===== src/hw/rtl/v3a_pkg.sv =====
// ----------------------------------------------------------------------------
// Vector arithmetic unit package
// Shared types, widths and fixed-point helpers for the Q16.16 vector unit.
// ----------------------------------------------------------------------------
package v3a_pkg;

  localparam int Q_W            = 32;
  localparam int FRAC_BITS      = 16;
  localparam int LANES          = 3;
  localparam int PROD_W         = 2 * Q_W;
  localparam int SUM_W          = PROD_W + 2;
  localparam int S_TDATA_W      = 7 * Q_W;
  localparam int S_TUSER_W      = 4;
  localparam int M_TDATA_W      = 4 * Q_W;
  localparam int M_TUSER_W      = 2;
  localparam int DIV_NUM_W      = Q_W + FRAC_BITS;
  localparam int DIV_DEN_W      = Q_W + 1;
  localparam int RAD_W          = PROD_W;
  localparam int SQRT_ROOT_W    = Q_W;
  localparam int MAG_W          = Q_W + 1;
  localparam int DIV_STEPS_DEF  = 4;
  localparam int SQRT_STEPS_DEF = 4;

  localparam logic signed [SUM_W-1:0] Q_MAX_W  = SUM_W'(32'sh7FFF_FFFF);
  localparam logic signed [SUM_W-1:0] Q_MIN_W  = SUM_W'(32'sh8000_0000);
  localparam logic signed [SUM_W-1:0] RND_HALF = SUM_W'(2 ** (FRAC_BITS - 1));

  typedef enum logic [3:0] {
    FN_ADD,
    FN_SUB,
    FN_NEG,
    FN_SCALE,
    FN_DIV,
    FN_CROSS,
    FN_DOT,
    FN_PROJ,
    FN_NORM,
    FN_MAG
  } func_e;

  typedef struct packed {
    logic           ovf;
    logic [Q_W-1:0] val;
  } sat_t;

  typedef struct packed {
    func_e                    func;
    logic [LANES-1:0][Q_W-1:0] a;
    logic [LANES-1:0][Q_W-1:0] b;
    logic [Q_W-1:0]           s;
    logic [LANES-1:0][Q_W-1:0] r;
    logic [Q_W-1:0]           rs;
    logic [Q_W-1:0]           pm;
    logic [MAG_W-1:0]         mag;
    logic [LANES-1:0]         neg;
    logic                     ovf;
    logic                     err;
  } ctx_t;

  function automatic sat_t sat_q16(input logic signed [SUM_W-1:0] v);
    sat_t res;
    if (v > Q_MAX_W) begin
      res.ovf = 1'b1;
      res.val = Q_MAX_W[Q_W-1:0];
    end else if (v < Q_MIN_W) begin
      res.ovf = 1'b1;
      res.val = Q_MIN_W[Q_W-1:0];
    end else begin
      res.ovf = 1'b0;
      res.val = v[Q_W-1:0];
    end
    return res;
  endfunction

  // Round a Q32.32 value to nearest Q16.16, ties toward positive infinity.
  function automatic logic signed [SUM_W-1:0] rnd_q16(input logic signed [SUM_W-1:0] v);
    return (v + RND_HALF) >>> FRAC_BITS;
  endfunction

endpackage


===== src/hw/rtl/v3a_sqrt.sv =====
// ----------------------------------------------------------------------------
// Pipelined square root
// Digit-by-digit integer square root, rounded to nearest, several bits a stage.
// ----------------------------------------------------------------------------
module v3a_sqrt #(
  parameter int STEPS = v3a_pkg::SQRT_STEPS_DEF
) (
  input  logic                       clk_i,
  input  logic                       en_i,
  input  logic [v3a_pkg::RAD_W-1:0]  rad_i,
  output logic [v3a_pkg::MAG_W-1:0]  mag_o
);
  import v3a_pkg::*;

  localparam int STAGES = (SQRT_ROOT_W + STEPS - 1) / STEPS;
  localparam int W      = STAGES * STEPS;
  localparam int RW     = W + 2;
  localparam int RADW   = 2 * W;

  logic [RW-1:0]   rem_q  [STAGES];
  logic [W-1:0]    root_q [STAGES];
  logic [RADW-1:0] rad_q  [STAGES];
  logic [W:0]      root_x;

  for (genvar g = 0; g < STAGES; g++) begin : g_stage
    logic [RW-1:0]   rem_in;
    logic [W-1:0]    root_in;
    logic [RADW-1:0] rad_in;
    logic [RW-1:0]   rem_nx;
    logic [W-1:0]    root_nx;
    logic [RADW-1:0] rad_nx;

    if (g == 0) begin : g_first
      assign rem_in  = '0;
      assign root_in = '0;
      assign rad_in  = RADW'(rad_i);
    end else begin : g_next
      assign rem_in  = rem_q[g-1];
      assign root_in = root_q[g-1];
      assign rad_in  = rad_q[g-1];
    end

    always_comb begin
      logic [RW-1:0] rem_t;
      logic [RW-1:0] trial;
      rem_nx  = rem_in;
      root_nx = root_in;
      rad_nx  = rad_in;
      for (int k = 0; k < STEPS; k++) begin
        rem_t = {rem_nx[RW-3:0], rad_nx[RADW-1 -: 2]};
        trial = {root_nx, 2'b01};
        if (rem_t >= trial) begin
          rem_nx  = rem_t - trial;
          root_nx = {root_nx[W-2:0], 1'b1};
        end else begin
          rem_nx  = rem_t;
          root_nx = {root_nx[W-2:0], 1'b0};
        end
        rad_nx = {rad_nx[RADW-3:0], 2'b00};
      end
    end

    always_ff @(posedge clk_i) begin
      if (en_i) begin
        rem_q[g]  <= rem_nx;
        root_q[g] <= root_nx;
        rad_q[g]  <= rad_nx;
      end
    end
  end

  assign root_x = {1'b0, root_q[STAGES-1]}
                + (W+1)'(rem_q[STAGES-1] > {2'b00, root_q[STAGES-1]});
  assign mag_o  = root_x[MAG_W-1:0];

endmodule


===== config.mk =====
export PLATFORM = sky130hd
export DESIGN_NAME = v3a_sqrt
export DESIGN_NICKNAME = d
export VERILOG_FILES = /design/src/hw/rtl/v3a_pkg.sv /design/src/hw/rtl/v3a_sqrt.sv
export SDC_FILE = /design/constraint.sdc
export NUM_CORES = 2
export LEC_CHECK = 0
export BUFFER_PORTS_ARGS = -buffer_cell sky130_fd_sc_hd__buf_2
export CELL_PAD_IN_SITES_DETAIL_PLACEMENT = 0
export CELL_PAD_IN_SITES_GLOBAL_PLACEMENT = 2
export CORE_MARGIN = 2
export CORE_UTILIZATION = 37
export DETAILED_ROUTE_END_ITERATION = 16
export GPL_ROUTABILITY_DRIVEN = 0
export PLACE_DENSITY_LB_ADDON = 0.1
export RECOVER_POWER = 50
export SLEW_MARGIN = 30
export SYNTH_ARGS = -nofsm -noshare
export SYNTH_HDL_FRONTEND = slang
export SYNTH_SLANG_ARGS = --single-unit

===== constraint.sdc =====
create_clock -name clk_i -period 13 [get_ports clk_i]
set_input_delay 2.6 -clock clk_i [delete_from_list [all_inputs] [get_ports clk_i]]
set_output_delay 2.6 -clock clk_i [all_outputs]
set_load 0.01 [all_outputs]

# [Yosys cells after proc, flatten, opt, wreduce, memory -nomap -nowiden]
# Memories as Yosys holds them, arrays and structs flattened.
# Cells that the tools add are included.
# W data, S select, Z words.
[classes] add_sub_neg=33 order_cmp=33 muxes=66
[op_table] op="$ge A34 B34 Y1" count=28
[op_table] op="$mux W32" count=24
[op_table] op="$sub A32 B32 Y32" count=21
[op_table] op="$mux W34" count=8
[op_table] op="$sub A34 B34 Y34" count=7
[op_table] op="$ge A34 B3 Y1" count=1
[op_table] op="$ge A34 B4 Y1" count=1
[op_table] op="$ge A34 B5 Y1" count=1
[op_table] op="$gt A34 B32 Y1" count=1
[op_table] op="$mux W1" count=34
[op_table] op="$sub A34 B5 Y34" count=1
[op_table] op="$add A32 B1 Y33" count=1
[op_table] op="$sub A32 B3 Y32" count=1
[op_table] op="$sub A32 B4 Y32" count=1
[op_table] op="$sub A2 B1 Y3 const B" count=1
[op_table] op="$ge A2 B1 Y1 const B" count=1
[word_totals] register_bits=0 ram_bits=976 in_bits=66 out_inout_bits=33 word_cells=135 memories=3
[memory_table] memory="rad_q" words=8 word_bits=56 read_ports=7 rd_ports_with_merged_regs=0 write_ports=8 line="v3a_sqrt.sv:22" rtl="logic [RADW-1:0] rad_q [STAGES];"
[memory_table] memory="rem_q" words=8 word_bits=34 read_ports=8 rd_ports_with_merged_regs=0 write_ports=8 line="v3a_sqrt.sv:20" rtl="logic [RW-1:0] rem_q [STAGES];"
[memory_table] memory="root_q" words=8 word_bits=32 read_ports=8 rd_ports_with_merged_regs=0 write_ports=8 line="v3a_sqrt.sv:21" rtl="logic [W-1:0] root_q [STAGES];"

# [Depth between registers and ports, before layout]
# An unclocked memory read counts as a cell.
[depth] depth_word=9 depth_mapped=65 ltp_nobuf=60

# [Least setup slack after synthesis]
# OpenSTA, ideal clock, no wires.
[synth_path] path_kind="reg-to-reg" start="memory rem_q[1][19] in the netlist's numbering" end="memory rem_q[1][65] in the netlist's numbering, data pin" setup_time_ps=263 arrival_ps=12084 required_ps=12737 path_slack_ps=653 stages_incl_launch_ff=59 n_path_buf=10 synth_period_minus_slack_ps=12347 cell_sequence="edfxtp_1 ha_1 or3_1 clkbuf_1 nand4b_1 nor4_1 and2_1 buf_2 nand2_1 inv_2 clkbuf_1 clkbuf_1 nor2_1 nor2_1 ha_1 clkbuf_1 nand4_1 inv_1 (+23 left out) buf_1 nor2_1 xnor2_1 ha_1 a21o_1 a21o_1 a21oi_1 o31ai_1 a21o_1 a211oi_1 o31ai_1 o41a_1 a2111oi_1 nand2b_1 nand2_1 a2111oi_0 nand3_1 xor2_1"
[synth_lines] item="start: declaration" line="v3a_sqrt.sv:20"

==> results.py <==
metrics = {
    "critical_path": {
        "cp_common_cell": "a21oi_1",
        "cp_max_fo": 22,
        "crit_buf_inv": 3,
        "r2r_cells": 53,
        "worstSetupPathType": "register to register",
        "crit_family": "compound AO/OA/AOI/OAI gates",
        "reg2reg_to": "rem_q[1][93]",
        "critical-path-max-stage-delay_ps": 510,
        "crit_required_ps": 13440,
        "cp-start-kind": "register",
        "r2r_slack_ps": 590,
        "crit_path_end_kind": "register",
        "slowest_stage": "edfxtp_1",
        "arrival_ps": 12850,
        "r2r-start": "root_q[1][47]",
    },
    "routing": {
        "viasPerCell": 5.684,
        "top_layer": "met4",
        "ant_nets": 0,
        "num_vias": 58440,
        "route.met3.wl_um": 7723,
        "drt-met1-wl_um": 104300,
        "dr.pass1.iters": 6,
        "met2WireLength_um": 112600,
        "wl_per_cell_um": 22.39,
        "drt_wl_total_um": 230300,
        "drc": 0,
        "drtIter0Drc": 4119,
    },
    "clock_tree": {
        "clock_latency_ps": 730,
        "cts_sinks": 626,
        "cts_tree": "yes",
        "h-tree-depth": 3,
        "max-clock-path-buffers": 3,
        "ctsHoldBuffers": 0,
        "cts-root-buf": "clkbuf_16",
        "path_clk_slew_ps": 60,
        "cts_made_buffers": 80,
    },
    "layout": {
        "final_net_count": 8539,
        "final_util_pct": 41.06,
        "post_route_cells_drive_above_1_share_pct": 8.348,
        "antenna_cells": 0,
        "layout_commonest_cell": "a21oi_1",
        "layout_common_cells": "a21oi_1, nand2_1, nor2_1",
        "final_cells": 10280,
        "fin_area_sq_um": 72080,
        "syn_to_final_growth_pct": 10.59,
    },
    "synth": {
        "syn_area_sq_um": 65180,
        "yosys.area.top_type": "edfxtp_1",
        "synth-edff-count": 626,
        "yosysUniqueCellTypes": 126,
        "avgSynthCellArea_sq_um": 8.421,
        "yosys.area.top_type_share_pct": 28.84,
        "synth_seq_cells": 626,
        "ys.warnings.count": 0,
        "synth_area_leaders": "edfxtp_1, ha_1, xnor2_1",
        "syn-instance-count": 7740,
        "async_flop_share_pct": 0,
        "synthFlopType": "edfxtp_1",
        "seq_area_frac_synth_pct": 28.84,
    },
    "floorplanning": {
        "ios": 99,
        "core-area_sq_um": 175500,
        "die_x_um": 423.7,
        "die_h_um": 423.7,
        "rows": 154,
        "start_util_pct": 37.13,
        "die-area_sq_um": 179500,
    },
    "timing": {
        "setup_viol": 0,
        "tightest_slew_ps": 4441,
        "relSlewSlack_pct": -196.1,
        "slew_violations": 330,
        "timing.final.ws_setup_ps": 592.4,
        "period_needed_ps": 12410,
        "finClkSkew_ps": 34.68,
        "finalCritPeriodShare_pct": 95.44,
        "hold_viol_final": 0,
        "fmax_ghz": 0.08060,
    },
    "worst_hold_path": {
        "min_to": "rad_q[1][39]",
        "min_path_type": "register to register",
        "worstHoldStart": "rad_q[0][31]",
        "min_path_cells": 0,
    },
    "global_routing": {
        "antenna_found_initial": 1,
        "first_global_vias": 56010,
        "grt_max_degree": 157,
        "grt_use_total_pct": 24.99,
        "grt.overflow.total": 0,
        "grt_pass1_wl_um": 348500,
    },
    "placement": {
        "placedCellCount": 10130,
        "dp_slack_ps": 52.69,
        "port_buffers": 98,
        "placed_area_sq_um": 69110,
        "hpwl_um": 188600,
    },
    "status": {
        "violations": "capacitance limit, slew limit",
        "run_status": "finished with violations",
    },
    "job": {
        "drv_cap": 5,
    },
}
## worst max path at each step
stage | depth (start not counted) | end | start
floorplan | 58 | rem_q[1][65] | rem_q[1][19]
global placement | 50 | rem_q[1][65] | root_q[1][19]
detailed placement | 50 | rem_q[1][65] | root_q[1][19]
CTS | 53 | rem_q[1][65] | root_q[1][15]
global route | 57 | rem_q[1][133] | root_q[1][80]
finish | 53 | rem_q[1][93] | root_q[1][47]
## layout make-up
cell class / instances / area, sq um
fill: 17800 / 103500
clock buffer: 86 / 2024
inverter: 406 / 1544
tap: 2340 / 2928
clock inverter: 62 / 817.0
multi-input combinational: 6507 / 44190
timing repair buffer: 255 / 1770
sequential: 626 / 18800
## cell families (layout without fill, tap and decap cells)
kind of cell	count (synthesis)	count (layout)	share of synthesized area, %
other cells	1	4	0.005754
buf+inv	610	809	3.636
fa+ha+maj	597	597	11.46
flops	626	626	28.84
compound gates	2283	2283	22.44
mux	115	115	1.927
xor+xnor	793	793	10.69
simple gates	2715	2715	21.00
## flip-flops by register name (all words and copies together), names as in the netlist
register,count
rem_q,258
root_q,144
rad_q,224
## layer usage
layer  global-route usage, %  vias to the layer above
li1                        -                    29020
met1                   33.09                    28040
met2                   43.70                     1156
met3                   1.900                      227
met4                   6.584                        0
met5                       0                        -
## timing repair
item / 4_1_cts / 5_1_grt
setup endpoints to repair: 1 / 152
buffers inserted: 0 / 2
pin swaps: 0 / 3
gates resized for setup: 1 / 47
## Yosys cell counts (73+ instances only)
cell / count
nand3_1: 203
nand2b_1: 106
a21oi_1: 761
xor2_1: 282
nor4_1: 86
ha_1: 597
clkbuf_1: 134
edfxtp_1: 626
nor2b_1: 92
mux2_2: 83
nor2_1: 671
o21bai_1: 97
nand4_1: 140
o21ai_0: 452
nor3_1: 193
and3_1: 85
inv_1: 387
a21o_1: 308
o21a_1: 73
xnor2_1: 508
nand2_1: 726
## through the flow
stage / hold slack, ps / setup TNS [ps]
2_1_floorplan: 400.3 / 0
4_1_cts: 396.6 / 0
3_3_place_gp: 400.3 / -100.2
3_5_place_dp: 404.5 / 0
5_1_grt: 388.1 / -55.27
6_report: 393.5 / 0
Power is left out: the tool's default activity adds up to more than one toggle a clock period on the data nets, which glitch-free logic cannot reach.
